[src/ptd_pkg.sv]
`default_nettype none

package ptd_pkg;

    // Defaults for the top-level timing parameters.
    localparam int TICKS_PER_CYCLE_DEFAULT        = 50000;
    localparam int MICROSECONDS_PER_CYCLE_DEFAULT = 20000;

    // Reset values of the configuration registers.
    localparam logic [15:0] COUNTER_TOP_RESET      = 16'd55000;
    localparam logic [15:0] LOCK_WINDOW_RESET      = 16'd1666;
    localparam logic [15:0] PULSE_END_MARGIN_RESET = 16'd1000;

    localparam logic [7:0]  DELAY_BYTE_RESET = 8'hFF;
    localparam logic [15:0] DELAY_FORCE_OFF  = 16'hFFFF;
    localparam logic [15:0] DELAY_FORCE_ON   = 16'h0000;

    // Configuration register indexes.
    localparam logic [1:0] REG_COUNTER_TOP      = 2'd0;
    localparam logic [1:0] REG_LOCK_WINDOW      = 2'd1;
    localparam logic [1:0] REG_PULSE_END_MARGIN = 2'd2;

    typedef enum logic [2:0] {
        CMD_TICK       = 3'd0,
        CMD_ZERO_CROSS = 3'd1,
        CMD_ADDR_MATCH = 3'd2,
        CMD_BUS_WRITE  = 3'd3,
        CMD_BUS_READ   = 3'd4,
        CMD_BUS_STOP   = 3'd5
    } ptd_cmd_t;

    typedef enum logic [1:0] {
        MODE_PHASE = 2'd0,
        MODE_ON    = 2'd1,
        MODE_OFF   = 2'd2
    } ptd_mode_t;

    typedef struct packed {
        logic [15:0] counter_top;
        logic [15:0] lock_window;
        logic [15:0] pulse_end_margin;
    } ptd_cfg_t;

endpackage

`default_nettype wire

[src/ptd_scaler.sv]
`default_nettype none

module ptd_scaler #(
    parameter int TICKS_PER_CYCLE        = ptd_pkg::TICKS_PER_CYCLE_DEFAULT,
    parameter int MICROSECONDS_PER_CYCLE = ptd_pkg::MICROSECONDS_PER_CYCLE_DEFAULT
) (
    input  wire [15:0]  delay_us,
    output logic [15:0] ticks
);
    // The quotient delay * TICKS_PER_CYCLE / MICROSECONDS_PER_CYCLE is formed by
    // one multiplication with a rounded-up reciprocal scaled by 2^SHIFT. With
    // 2^SHIFT at least 2^16 times the divisor, the rounding error stays below
    // one divisor step for any 16-bit delay, so the truncated result is exact.
    // The reciprocal is a constant, so the multiplier reduces to shifts and adds.
    localparam int SHIFT  = 16 + $clog2(MICROSECONDS_PER_CYCLE);
    localparam int PROD_W = SHIFT + 16;

    localparam logic [63:0] TICKS_W   = 64'(TICKS_PER_CYCLE);
    localparam logic [63:0] DIVISOR_W = 64'(MICROSECONDS_PER_CYCLE);
    localparam logic [63:0] RECIP     = ((TICKS_W << SHIFT) + DIVISOR_W - 64'd1) / DIVISOR_W;
    localparam logic [PROD_W-1:0] RECIP_P = PROD_W'(RECIP);

    logic [PROD_W-1:0] product;

    assign product = PROD_W'(delay_us) * RECIP_P;
    assign ticks   = product[PROD_W-1:SHIFT];

endmodule

`default_nettype wire

[src/ptd_core.sv]
`default_nettype none

module ptd_core #(
    parameter int TICKS_PER_CYCLE = ptd_pkg::TICKS_PER_CYCLE_DEFAULT
) (
    input  wire                    aclk,
    input  wire                    aresetn,
    input  ptd_pkg::ptd_cfg_t       cfg,
    input  wire                    in_valid,
    output logic                   in_ready,
    input  wire [2:0]              in_command,
    input  wire [7:0]              in_bus_byte,
    output logic                   out_valid,
    input  wire                    out_ready,
    output logic                   out_triac_drive,
    output logic [7:0]             out_read_data,
    output logic                   out_synchronized,
    output logic [15:0]            scale_delay,
    input  wire  [15:0]            scale_ticks
);
    import ptd_pkg::*;

    localparam logic [15:0] PERIOD      = 16'(TICKS_PER_CYCLE);
    localparam logic [15:0] HALF_PERIOD = 16'(TICKS_PER_CYCLE / 2);
    localparam logic [16:0] PERIOD_EXT  = 17'(TICKS_PER_CYCLE);

    // Input register.
    logic     item_valid_reg;
    ptd_cmd_t item_cmd_reg;
    logic [7:0] item_byte_reg;

    // Dimmer state.
    logic [7:0]  delay_hi_reg, delay_hi_next;
    logic [7:0]  delay_lo_reg, delay_lo_next;
    logic        pointer_reg, pointer_next;
    logic        changed_reg, changed_next;
    logic        bus_busy_reg, bus_busy_next;
    logic [15:0] count_reg, count_next;
    logic [15:0] fire_first_reg;
    logic [15:0] fire_second_reg;
    logic [15:0] off_cmp_reg, off_cmp_next;
    ptd_mode_t   mode_reg, mode_next;
    logic        oos_reg, oos_next;
    logic        gate_reg, gate_next;

    // Result register.
    logic       out_valid_reg;
    logic       res_gate_reg;
    logic [7:0] res_data_reg;
    logic       res_sync_reg;

    logic        advance;
    logic        start_phase;
    logic [7:0]  read_byte;
    logic [15:0] delay_word;
    logic [16:0] zc_diff;
    logic [16:0] zc_err;

    // An item moves on whenever the result register is free or being emptied.
    assign advance  = item_valid_reg && (!out_valid_reg || out_ready);
    assign in_ready = !item_valid_reg || advance;

    always_comb begin
        delay_hi_next = delay_hi_reg;
        delay_lo_next = delay_lo_reg;
        pointer_next  = pointer_reg;
        changed_next  = changed_reg;
        bus_busy_next = bus_busy_reg;
        count_next    = count_reg;
        off_cmp_next  = off_cmp_reg;
        mode_next     = mode_reg;
        oos_next      = oos_reg;
        gate_next     = gate_reg;
        read_byte     = '0;
        start_phase   = 1'b0;
        delay_word    = '0;

        zc_diff = {1'b0, count_reg} - PERIOD_EXT;
        zc_err  = zc_diff[16] ? (17'd0 - zc_diff) : zc_diff;

        case (item_cmd_reg)
            CMD_TICK: begin
                if (count_reg >= cfg.counter_top) begin
                    count_next = '0;
                    oos_next   = 1'b1;
                end else begin
                    count_next = count_reg + 16'd1;
                end
                // Matches are applied in order, so the pulse end wins.
                if (mode_reg == MODE_PHASE) begin
                    if (count_next == fire_first_reg) begin
                        off_cmp_next = HALF_PERIOD - cfg.pulse_end_margin;
                        gate_next    = 1'b1;
                    end
                    if (count_next == fire_second_reg) begin
                        off_cmp_next = PERIOD - cfg.pulse_end_margin;
                        gate_next    = 1'b1;
                    end
                    if (count_next == off_cmp_reg) begin
                        gate_next = 1'b0;
                    end
                end
            end
            CMD_ZERO_CROSS: begin
                if (oos_reg || (zc_err <= {1'b0, cfg.lock_window})) begin
                    count_next = '0;
                    oos_next   = 1'b0;
                end
            end
            CMD_ADDR_MATCH: begin
                pointer_next  = 1'b0;
                bus_busy_next = 1'b1;
            end
            CMD_BUS_WRITE: begin
                if (pointer_reg) begin
                    delay_lo_next = item_byte_reg;
                end else begin
                    delay_hi_next = item_byte_reg;
                end
                changed_next = 1'b1;
                pointer_next = !pointer_reg;
            end
            CMD_BUS_READ: begin
                read_byte    = pointer_reg ? delay_lo_reg : delay_hi_reg;
                pointer_next = !pointer_reg;
            end
            CMD_BUS_STOP: begin
                bus_busy_next = 1'b0;
            end
            default: begin
            end
        endcase

        // A new delay takes effect once the bus transfer has ended.
        if (changed_next && !bus_busy_next) begin
            changed_next = 1'b0;
            delay_word   = {delay_hi_next, delay_lo_next};
            if (delay_word == DELAY_FORCE_ON) begin
                mode_next = MODE_ON;
                gate_next = 1'b1;
            end else if (delay_word == DELAY_FORCE_OFF) begin
                mode_next = MODE_OFF;
                gate_next = 1'b0;
            end else begin
                mode_next   = MODE_PHASE;
                start_phase = 1'b1;
            end
        end
    end

    assign scale_delay = delay_word;

    always_ff @(posedge aclk) begin
        if (!aresetn) begin
            item_valid_reg  <= 1'b0;
            out_valid_reg   <= 1'b0;
            delay_hi_reg    <= DELAY_BYTE_RESET;
            delay_lo_reg    <= DELAY_BYTE_RESET;
            pointer_reg     <= 1'b0;
            changed_reg     <= 1'b1;
            bus_busy_reg    <= 1'b0;
            count_reg       <= '0;
            fire_first_reg  <= '0;
            fire_second_reg <= '0;
            off_cmp_reg     <= '0;
            mode_reg        <= MODE_OFF;
            oos_reg         <= 1'b1;
            gate_reg        <= 1'b0;
        end else begin
            if (in_valid && in_ready) begin
                item_valid_reg <= 1'b1;
            end else if (advance) begin
                item_valid_reg <= 1'b0;
            end

            if (advance) begin
                out_valid_reg <= 1'b1;
            end else if (out_ready) begin
                out_valid_reg <= 1'b0;
            end

            if (advance) begin
                delay_hi_reg <= delay_hi_next;
                delay_lo_reg <= delay_lo_next;
                pointer_reg  <= pointer_next;
                changed_reg  <= changed_next;
                bus_busy_reg <= bus_busy_next;
                count_reg    <= count_next;
                off_cmp_reg  <= off_cmp_next;
                mode_reg     <= mode_next;
                oos_reg      <= oos_next;
                gate_reg     <= gate_next;
                if (start_phase) begin
                    fire_first_reg  <= scale_ticks;
                    fire_second_reg <= scale_ticks + HALF_PERIOD;
                end
            end
        end
    end

    always_ff @(posedge aclk) begin
        if (in_valid && in_ready) begin
            item_cmd_reg  <= ptd_cmd_t'(in_command);
            item_byte_reg <= in_bus_byte;
        end
        if (advance) begin
            res_gate_reg <= gate_next;
            res_data_reg <= read_byte;
            res_sync_reg <= !oos_next;
        end
    end

    assign out_valid        = out_valid_reg;
    assign out_triac_drive  = res_gate_reg;
    assign out_read_data    = res_data_reg;
    assign out_synchronized = res_sync_reg;

endmodule

`default_nettype wire

[src/phase_angle_triac_dimmer.sv]
// An accepted word waits in the input register until the result register is
// free or being emptied, and then its result word is presented from there.
// Throughput: one word per clock while results are taken, for every command; a
// new phase delay is scaled to ticks in the same cycle as the word applying it.
// Reset is synchronous on aresetn low and restores the valid flags, the state
// and config registers to reset values; the gate is off, the counter unlocked.
`default_nettype none

module phase_angle_triac_dimmer #(
    parameter int TICKS_PER_CYCLE        = ptd_pkg::TICKS_PER_CYCLE_DEFAULT,
    parameter int MICROSECONDS_PER_CYCLE = ptd_pkg::MICROSECONDS_PER_CYCLE_DEFAULT
) (
    input  wire        aclk,
    input  wire        aresetn,

    // Input stream: one event word per transfer.
    input  wire        s_tvalid,
    output logic       s_tready,
    input  wire [7:0]  s_tdata,   // [7:0] bus_byte
    input  wire [2:0]  s_tuser,   // [2:0] command

    // Result stream: one result word per input word.
    output logic       m_tvalid,
    input  wire        m_tready,
    output logic [15:0] m_tdata,  // [0] triac_drive, [8:1] read_data,
                                  // [9] synchronized, [15:10] zero

    // Configuration writes.
    input  wire        cfg_valid,
    output logic       cfg_ready,
    input  wire [1:0]  cfg_index,
    input  wire [15:0] cfg_data
);
    import ptd_pkg::*;

    ptd_cfg_t    cfg_reg;
    logic [15:0] scale_delay;
    logic [15:0] scale_ticks;

    logic       res_gate;
    logic [7:0] res_data;
    logic       res_sync;

    // The configuration registers accept a write on every cycle. An index
    // past the last register is accepted and has no effect.
    assign cfg_ready = 1'b1;

    always_ff @(posedge aclk) begin
        if (!aresetn) begin
            cfg_reg.counter_top      <= COUNTER_TOP_RESET;
            cfg_reg.lock_window      <= LOCK_WINDOW_RESET;
            cfg_reg.pulse_end_margin <= PULSE_END_MARGIN_RESET;
        end else if (cfg_valid) begin
            case (cfg_index)
                REG_COUNTER_TOP:      cfg_reg.counter_top      <= cfg_data;
                REG_LOCK_WINDOW:      cfg_reg.lock_window      <= cfg_data;
                REG_PULSE_END_MARGIN: cfg_reg.pulse_end_margin <= cfg_data;
                default: begin
                end
            endcase
        end
    end

    // The core holds the tick counter, the bus register file and the gate
    // logic between an input register and a result register. A new phase
    // delay is turned into tick compares by the scaler, which forms
    // delay * TICKS_PER_CYCLE / MICROSECONDS_PER_CYCLE with a single constant
    // reciprocal multiplication, so the compares load with the applying word.
    ptd_core #(
        .TICKS_PER_CYCLE(TICKS_PER_CYCLE)
    ) u_core (
        .aclk            (aclk),
        .aresetn         (aresetn),
        .cfg             (cfg_reg),
        .in_valid        (s_tvalid),
        .in_ready        (s_tready),
        .in_command      (s_tuser),
        .in_bus_byte     (s_tdata),
        .out_valid       (m_tvalid),
        .out_ready       (m_tready),
        .out_triac_drive (res_gate),
        .out_read_data   (res_data),
        .out_synchronized(res_sync),
        .scale_delay     (scale_delay),
        .scale_ticks     (scale_ticks)
    );

    ptd_scaler #(
        .TICKS_PER_CYCLE       (TICKS_PER_CYCLE),
        .MICROSECONDS_PER_CYCLE(MICROSECONDS_PER_CYCLE)
    ) u_scaler (
        .delay_us(scale_delay),
        .ticks   (scale_ticks)
    );

    // Result fields packed from the lowest bit up, padded to two bytes.
    assign m_tdata = {6'd0, res_sync, res_data, res_gate};

endmodule

`default_nettype wire
[config.mk]
export PLATFORM = sky130hd
export DESIGN_NAME = phase_angle_triac_dimmer
export DESIGN_NICKNAME = d
export VERILOG_FILES = /design/src/ptd_pkg.sv /design/src/ptd_scaler.sv /design/src/ptd_core.sv /design/src/phase_angle_triac_dimmer.sv
export SDC_FILE = /design/constraint.sdc
export NUM_CORES = 1
export LEC_CHECK = 0
export BUFFER_PORTS_ARGS = -buffer_cell sky130_fd_sc_hd__buf_2
export CORE_UTILIZATION = 60
export CTS_CLUSTER_SIZE = 24
export DETAILED_ROUTE_END_ITERATION = 8
export GPL_TIMING_DRIVEN = 0
export PLACE_DENSITY = 0.78
export SLEW_MARGIN = 20
export SYNTH_ARGS = -nofsm -noshare
export SYNTH_HDL_FRONTEND = slang
export SYNTH_SLANG_ARGS = --single-unit
[constraint.sdc]
create_clock -name aclk -period 5.5 [get_ports aclk]
set_input_delay 1.1 -clock aclk [delete_from_list [all_inputs] [get_ports aclk]]
set_output_delay 1.1 -clock aclk [all_outputs]
set_load 0.1 [all_outputs]
==> summary.txt, run 1 <==
Placement
  • DP Area: 11,350 um^2
  • Cells after DPL: 1,585
  • GPL Wtd Cong: 0.9413
  • Port Buffers: 45
  • DP Wirelength: 22,090 um

Clocking
  • CTS sink cnt: 155
  • H-tree lvl count: 4
  • Root Buffer: clkbuf_16
  • CTS tree: done
  • Clock latency on the worst-skew pair: 0.44 ns
  • CTS Buf Count: 17
  • Post-CTS Hold Fix Bufs: 0
  • Max clock buf depth: 2
  • Clock transition at path regs: 0.07 ns

STA
  • Fin. Hold Viols: 0
  • RSZ-0062 raised after global routing: no
  • Slew HR: 40.69%
  • Slew @ Worst Pin: 0.8833 ns
  • Peak Freq: 0.1926 GHz
  • Crit share post-route: 94.39%
  • Worst hold slack: 0.4550 ns
  • Clk_skew: 0.01458 ns
  • Final setup violation count: 0
  • Max-slew violations: 0
  • Tmin final: 5.191 ns

Pwr
  • Worst vdd rail ir drop: 0.2812 mV
  • Static Leak: 5.135 nW
  • Cell area power density: 311.1 nW/um^2

GRT
  • GR Util All Layers: 33.26%
  • Initial antenna violation count: 0
  • Largest net degree at the start of global routing: 20
  • Grt total ovfl: 0
  • Vias in the first global route: 9,472
  • First-pass GRT wire length: 47,520 um

Worst setup path
  • Crit path launch type: flip-flop
  • Setup crit end kind: flip-flop
  • Required time of the worst setup path: 5.83 ns
  • Critical Path AT: 5.53 ns
  • Critical path peak fanout: 10
  • CP Class: reg2reg

Route
  • DRT Wirelength: 29,790 um
  • Via count: 10,021
  • DRC: 0
  • Iteration-0 DRC Markers: 843
  • Initial DRT Pass Iterations: 6
  • Wirelength per Cell: 18.38 um
  • Vias per cell: 6.182
  • Post-DRT Antenna Nets: 0

Die
  • Die span in y: 136.3 um
  • Die Area: 18,580 um^2
  • Starting Density: 61.94%
  • Row count: 48
  • Top-level port count: 53
  • Total core area: 17,480 um^2
  • Die width: 136.3 um

Layout
  • Final std cells w/o fill: 1,621
  • # diodes: 0
  • Max FFs per register: 48
  • Final core utilization: 69.04%
  • Share of layout cells above drive strength 1: 13.83%
  • Fin area: 12,070 um^2
  • Layout area overhead: 11.47%
  • Nets: 1,491

Synth
  • Yosys warnings: 0
  • Post-synthesis cell count: 1,310
  • Synth Cell Area: 10,830 um^2
  • Mean post-synth cell area: 8.264 um^2
  • Async S/R FF share, synth: 0%
  • Synthesis-stage register bit count: 155
  • Synth Flop Type: dfxtp_1
  • Sequential fraction of the synthesis area: 30.61%
  • Yosys cell types: 103
  • EDFF count, synth: 21

Run status
  • Status: finished clean

Job
  • Maxcap violations: 0

Min path
  • Hold WC Path Type: reg2reg
-- through the flow --
stage | TNS, ns | total power [mW] | setup slack (ns)
6_report | 0 | 3.754 | 0.3086
5_1_grt | 0 | 3.930 | 0.001170
4_1_cts | 0 | 3.689 | 0.02002
3_5_place_dp | -0.1242 | 2.483 | -0.08410
3_3_place_gp | -0.03111 | 2.445 | -0.03111
2_1_floorplan | 0 | 2.207 | 0.9175
-- critical path, stage by stage (launching register included) --
cell and delay [ns]:
dfxtp_1 0.33, buf_2 0.22, inv_1 0.22, ha_1 0.33, nor2b_1 0.16, o21ai_2 0.10, a211oi_4 0.32, o211a_2 0.31
clkbuf_4 0.24, nand2b_1 0.13, xnor2_1 0.16, a21oi_2 0.25, nand3_4 0.18, ha_1 0.36, and3b_1 0.19, o21a_1 0.18
o21ai_0 0.20, a21oi_1 0.13, o21ai_0 0.22, a31oi_1 0.14, nor2_1 0.20, o21bai_1 0.11, xor2_1 0.17, a31o_1 0.22
-- final cells by class --
cell class	count	area, um^2
buffer	80	444.2
clock buffer	17	425.4
clock inverter	15	197.7
fill	1467	5410
inverter	71	266.5
multi-input combinational	1008	6875
sequential	155	3313
tap	225	281.5
timing repair buffer	50	262.8
-- cell usage after synthesis, drive strengths merged, types with 3 or more instances --
cell type | count | area [um^2]
a2111oi | 4 | 41.29
a211oi | 5 | 60.05
a21boi | 3 | 22.52
a21o | 13 | 97.59
a21oi | 114 | 570.6
a22oi | 4 | 43.79
a31oi | 18 | 112.6
and2 | 6 | 40.04
and3 | 12 | 75.07
and3b | 3 | 26.28
buf | 44 | 305.3
clkbuf | 37 | 138.9
dfxtp | 134 | 2683
edfxtp | 21 | 630.6
ha | 73 | 913.4
inv | 70 | 262.8
mux2i | 36 | 360.4
nand2 | 202 | 758.2
nand2b | 9 | 56.30
nand3 | 35 | 195.2
nand3b | 7 | 65.06
nand4 | 34 | 255.2
nand4b | 6 | 52.55
nor2 | 96 | 380.4
nor2b | 13 | 81.33
nor3 | 22 | 131.4
nor3b | 3 | 22.52
nor4 | 12 | 96.34
nor4b | 9 | 78.83
o211a | 4 | 40.04
o211ai | 26 | 209.0
o21a | 9 | 67.56
o21ai | 55 | 316.5
o31ai | 7 | 66.31
o32ai | 13 | 113.9
or2 | 7 | 43.79
or3 | 8 | 50.05
or4 | 3 | 26.27
xnor2 | 45 | 431.7
xnor3 | 3 | 67.56
xor2 | 42 | 397.9
-- cell families (layout without fill, tap and decap cells) --
logic type	Yosys count	after routing	share of synthesized area, %
mux	38	38	3.537
xor+xnor	91	91	8.507
fa+ha+maj	74	74	8.622
flops	155	155	30.61
compound gates	302	302	18.71
other cells	2	7	0.06937
simple gates	496	496	23.38
buf+inv	152	233	6.565
-- path summary, 6_finish.rpt --
check	start	end	slack, ns	depth (start not counted)
setup reg to reg	u_core.count_reg[0]	u_core.off_cmp_reg[14]	0.31	23
hold reg to reg	cfg_reg[30]	cfg_reg[30]	0.46	2
hold / removal	cfg_reg[30]	cfg_reg[30]	0.46	2
setup / recovery	u_core.count_reg[0]	u_core.off_cmp_reg[14]	0.31	23
-- routing by layer --
layer  global-route usage [%]  wire, um  vias up  share of wire, %
met5                        0         0        -                 0
met4                    17.72      1307        0               4.4
met3                    4.325      1753       80               5.9
met2                    57.22     14430      389                48
met1                    40.19     12300     4756                41
li1                         -         -     4796                 -
-- cells in the final DEF, fill, tap and decap left out, drive strengths merged, types with 21 or more instances in the layout --
cell | netlist | final
a21oi | 114 | 114
inv | 70 | 77
nand4 | 34 | 34
buf | 44 | 92
xnor2 | 45 | 45
edfxtp | 21 | 21
xor2 | 42 | 42
dfxtp | 134 | 134
ha | 73 | 73
o21ai | 55 | 55
nand3 | 35 | 35
clkbuf | 37 | 55
mux2i | 36 | 36
nor3 | 22 | 22
nor2 | 96 | 96
nand2 | 202 | 202
o211ai | 26 | 26
-- timing repair --
item / 4_1_cts / 5_1_grt
pin swaps: 0 / 1
endpoints found under the hold margin: 0 / 0
gates resized for setup: 2 / 12
buffers inserted: 0 / 5
setup endpoints to repair: 3 / 24
-- where the power goes --
group          internal, mW  switching (mW)
registers              1.21          0.0550
logic                 0.516           0.756
clock network         0.658           0.563
total                  2.38            1.37
Note: power is estimated with default switching activity, not from simulation.
==> run 2: changes to the inputs <==
--- a/config.mk
+++ b/config.mk
@@ -14,4 +14,5 @@
 export SLEW_MARGIN = 20
 export SYNTH_ARGS = -nofsm -noshare
 export SYNTH_HDL_FRONTEND = slang
+export SYNTH_HIERARCHICAL = 1
 export SYNTH_SLANG_ARGS = --single-unit
==> summary.txt, run 2 <==
Clocking
  • Root Buffer: clkbuf_16 (unchanged)
  • Post-CTS Hold Fix Bufs: 0 (unchanged)
  • H-tree lvl count: 4 (unchanged)
  • Max clock buf depth: 2 (unchanged)
  • Clock latency on the worst-skew pair: 0.43 ns (was 0.44 ns)
  • CTS Buf Count: 17 (unchanged)
  • CTS tree: done (unchanged)
  • Clock transition at path regs: 0.07 ns (about the same)
  • CTS sink cnt: 155 (unchanged)

Synth
  • Synthesis-stage register bit count: 155 (unchanged)
  • Yosys warnings: 6 (was 0)
  • Synth Cell Area: 11,050 um^2 (was 10,830 um^2)
  • EDFF count, synth: 21 (unchanged)
  • Synth cell count leaders: 163 x nand2_1, 138 x nor2_1, 134 x dfxtp_1 (was 202 x nand2_1, 134 x dfxtp_1, 114 x a21oi_1)
  • Post-synthesis cell count: 1,367 (was 1,310)
  • Area share of the largest cell type after synthesis: 24.28% (was 24.78%)
  • Yosys cell types: 88 (was 103)
  • Count leader, synth: nand2_1 (unchanged)
  • Synth area leaders: dfxtp_1 24%, ha_1 8.3%, mux2i_1 8.2%, edfxtp_1 5.7%, nand2_1 5.5% (was dfxtp_1 25%, ha_1 8.4%, nand2_1 7.0%, edfxtp_1 5.8%, a21oi_1 5.3%)
  • Largest area contributor in the netlist: dfxtp_1 (unchanged)
  • Sequential fraction of the synthesis area: 29.99% (was 30.61%)
  • Async S/R FF share, synth: 0% (unchanged)
  • Synth Flop Type: dfxtp_1 (unchanged)
  • Mean post-synth cell area: 8.083 um^2 (was 8.264 um^2)

STA
  • Slew @ Worst Pin: 0.9908 ns (was 0.8833 ns)
  • Peak Freq: 0.1867 GHz (was 0.1926 GHz)
  • Fin. Hold Viols: 0 (unchanged)
  • Slew HR: 33.47% (was 40.69%)
  • Crit share post-route: 97.39% (was 94.39%)
  • Total Neg Setup Slack: 0 ns (unchanged)
  • Final setup violation count: 0 (unchanged)
  • Max-slew violations: 0 (unchanged)
  • Tmin final: 5.356 ns (was 5.191 ns)
  • Clk_skew: 0.01199 ns (was 0.01458 ns)

Die
  • Die Area: 18,960 um^2 (was 18,580 um^2)
  • Total core area: 18,020 um^2 (was 17,480 um^2)
  • Die span in y: 137.7 um (was 136.3 um)
  • Row count: 49 (was 48)
  • Top-level port count: 53 (unchanged)
  • Starting Density: 61.30% (was 61.94%)
  • Die width: 137.7 um (was 136.3 um)

Pwr
  • Total chip power: 3.629 mW (was 3.754 mW)
  • Cell area power density: 289.3 nW/um^2 (was 311.1 nW/um^2)
  • Static Leak: 5.625 nW (was 5.135 nW)
  • Worst vdd rail ir drop: 0.2770 mV (was 0.2812 mV)

Layout
  • FILL cells: 1,455 (was 1,467)
  • Nets: 1,558 (was 1,491)
  • Share of layout cells above drive strength 1: 13.06% (was 13.83%)
  • Fin area: 12,540 um^2 (was 12,070 um^2)
  • Layout area overhead: 13.52% (was 11.47%)
  • Max FFs per register: 48 (unchanged)
  • Final core utilization: 69.59% (was 69.04%)
  • Commonest non-fill, non-tap cells in the layout: 163 x nand2_1, 136 x nor2_1, 130 x dfxtp_1, 90 x mux2i_1, 73 x a21oi_1 (was 201 x nand2_1, 134 x dfxtp_1, 111 x a21oi_1, 92 x nor2_1, 73 x ha_1)
  • Most common cell after layout, fill and taps aside: nand2_1 (unchanged)
  • Final std cells w/o fill: 1,692 (was 1,621)
  • # diodes: 0 (unchanged)

GRT
  • Largest net degree at the start of global routing: 19 (was 20)
  • Vias in the first global route: 9,542 (was 9,472)
  • Grt total ovfl: 0 (unchanged)
  • First-pass GRT wire length: 49,080 um (was 47,520 um)
  • GR Util All Layers: 33.87% (was 33.26%)
  • Initial antenna violation count: 0 (unchanged)

Worst setup path
  • Critical path launch point: u_core/count_reg[4] (was u_core.count_reg[0])
  • Slowest-stage cell, CP: or4_4 (was ha_1)
  • Crit path launch type: flip-flop (unchanged)
  • Required time of the worst setup path: 5.86 ns (was 5.83 ns)
  • Critical Path AT: 5.71 ns (was 5.53 ns)
  • Worst-path cell chain: buf_6 -> nand4_4 -> or2_4 -> or4_4 -> and2_4 -> or4b_1 -> a32oi_2 -> nand4_2 -> or3_4 -> buf_4 -> inv_2 -> ha_1 -> o21a_1 -> o21ai_2 -> a21oi_1 -> o21ai_1 -> a31oi_2 -> o21a_1 -> o21ai_0 -> or4b_4 -> a21oi_1 (was buf_2 -> inv_1 -> ha_1 -> nor2b_1 -> o21ai_2 -> a211oi_4 -> o211a_2 -> clkbuf_4 -> nand2b_1 -> xnor2_1 -> a21oi_2 -> nand3_4 -> ha_1 -> and3b_1 -> o21a_1 -> o21ai_0 -> a21oi_1 -> o21ai_0 -> a31oi_1 -> nor2_1 -> o21bai_1 -> xor2_1 -> a31o_1)
  • Max stage delay on crit path: 0.53 ns (was 0.36 ns)
  • Setup crit end kind: flip-flop (unchanged)
  • CP Class: reg2reg (unchanged)
  • Critical path peak fanout: 9 (was 10)
  • FF-to-FF Start: u_core/count_reg[4] (was u_core.count_reg[0])

Route
  • Wirelength per Cell: 18.61 um (was 18.38 um)
  • Iteration-0 DRC Markers: 887 (was 843)
  • Initial DRT Pass Iterations: 5 (was 6)
  • Via count: 10,461 (was 10,021)
  • Vias per cell: 6.183 (was 6.182)
  • DRT Wirelength: 31,490 um (was 29,790 um)
  • Post-DRT Antenna Nets: 0 (unchanged)
  • DRC: 0 (unchanged)

Job
  • Maxcap violations: 0 (unchanged)

Placement
  • DP Wirelength: 23,440 um (was 22,090 um)
  • GPL Wtd Cong: 0.9493 (was 0.9413)
  • Cells after DPL: 1,646 (was 1,585)
  • Port Buffers: 45 (unchanged)
  • DP Area: 11,580 um^2 (was 11,350 um^2)

Run status
  • Status: finished clean (unchanged)

Min path
  • Hold WC Path Type: reg2reg (unchanged)
  • Worst hold start: cfg_reg[34] (was cfg_reg[30])
-- run 2: cell count changes after synthesis, moves of 21 or more --
cell,change
a21oi_1,-38
nor2_1,+46
o21ai_0,+21
nand3_1,+31
mux2i_1,+54
nand2_1,-39
-- run 2: cell type report --
| class | count | area, um^2 | area share [%] |
|---|---|---|---|
| Multi-Input combinational cell | 1061 | 7288 | 58.10 |
| Sequential cell | 155 | 3318 | 26.45 |
| Clock buffer | 19 | 454.2 | 3.621 |
| Buffer | 80 | 440.4 | 3.511 |
| Timing Repair Buffer | 61 | 345.3 | 2.753 |
| Tap cell | 229 | 286.5 | 2.284 |
| Inverter | 74 | 280.3 | 2.234 |
| Clock inverter | 13 | 130.1 | 1.037 |
-- run 2: worst max-delay path, delay by kind of cell (launching register included) --
family / cells / cell delay [ns]
simple gates: 8 / 2.81
compound gates: 9 / 1.42
buf+inv: 3 / 0.42
flops: 1 / 0.38
fa+ha+maj: 1 / 0.26
-- run 2: worst paths after layout --
path | to | slack (ns) | cells after the start
min | cfg_reg[34] | 0.46 | 2
max reg2reg | u_core/off_cmp_reg[14] | 0.14 | 21
max | u_core/off_cmp_reg[14] | 0.14 | 21
min reg2reg | cfg_reg[34] | 0.46 | 2
-- run 2: stage by stage --
step | setup slack (ns) | hold slack [ns]
floorplan | 0.09832 | 0.4347
global placement | -0.9076 | 0.4442
detailed placement | -0.9403 | 0.4527
CTS | 0.01645 | 0.4643
global route | -0.01969 | 0.4723
finish | 0.1437 | 0.4607
-- run 2: logic make-up (layout without fill, tap and decap cells) --
family / count (synthesis) / in the layout / share of synthesized area (%)
simple gates: 549 / 549 / 24.95
compound gates: 254 / 254 / 14.65
other cells: 2 / 7 / 0.06797
fa+ha+maj: 74 / 74 / 8.448
flops: 155 / 155 / 29.99
mux: 91 / 91 / 8.255
buf+inv: 156 / 247 / 6.330
xor+xnor: 86 / 86 / 7.315
-- run 2: metal layers --
layer	share of wire [%]	up-vias	global-route usage (%)
li1	-	5013	-
met1	43	4924	45.25
met2	45	446	52.35
met3	9.2	78	9.419
met5	0	-	0
met4	2.6	0	11.41
-- run 2: what timing repair did --
action,4_1_cts,5_1_grt
setup buffers,6,10
pin swaps,5,10
resized for setup,26,38
setup endpoints to repair,26,24
cloned,0,0
-- run 2: power by group --
group          internal (mW)  total [mW]  switching [mW]
clock                  0.661        1.17           0.511
sequential              1.20        1.25          0.0544
combinational          0.480        1.20           0.723
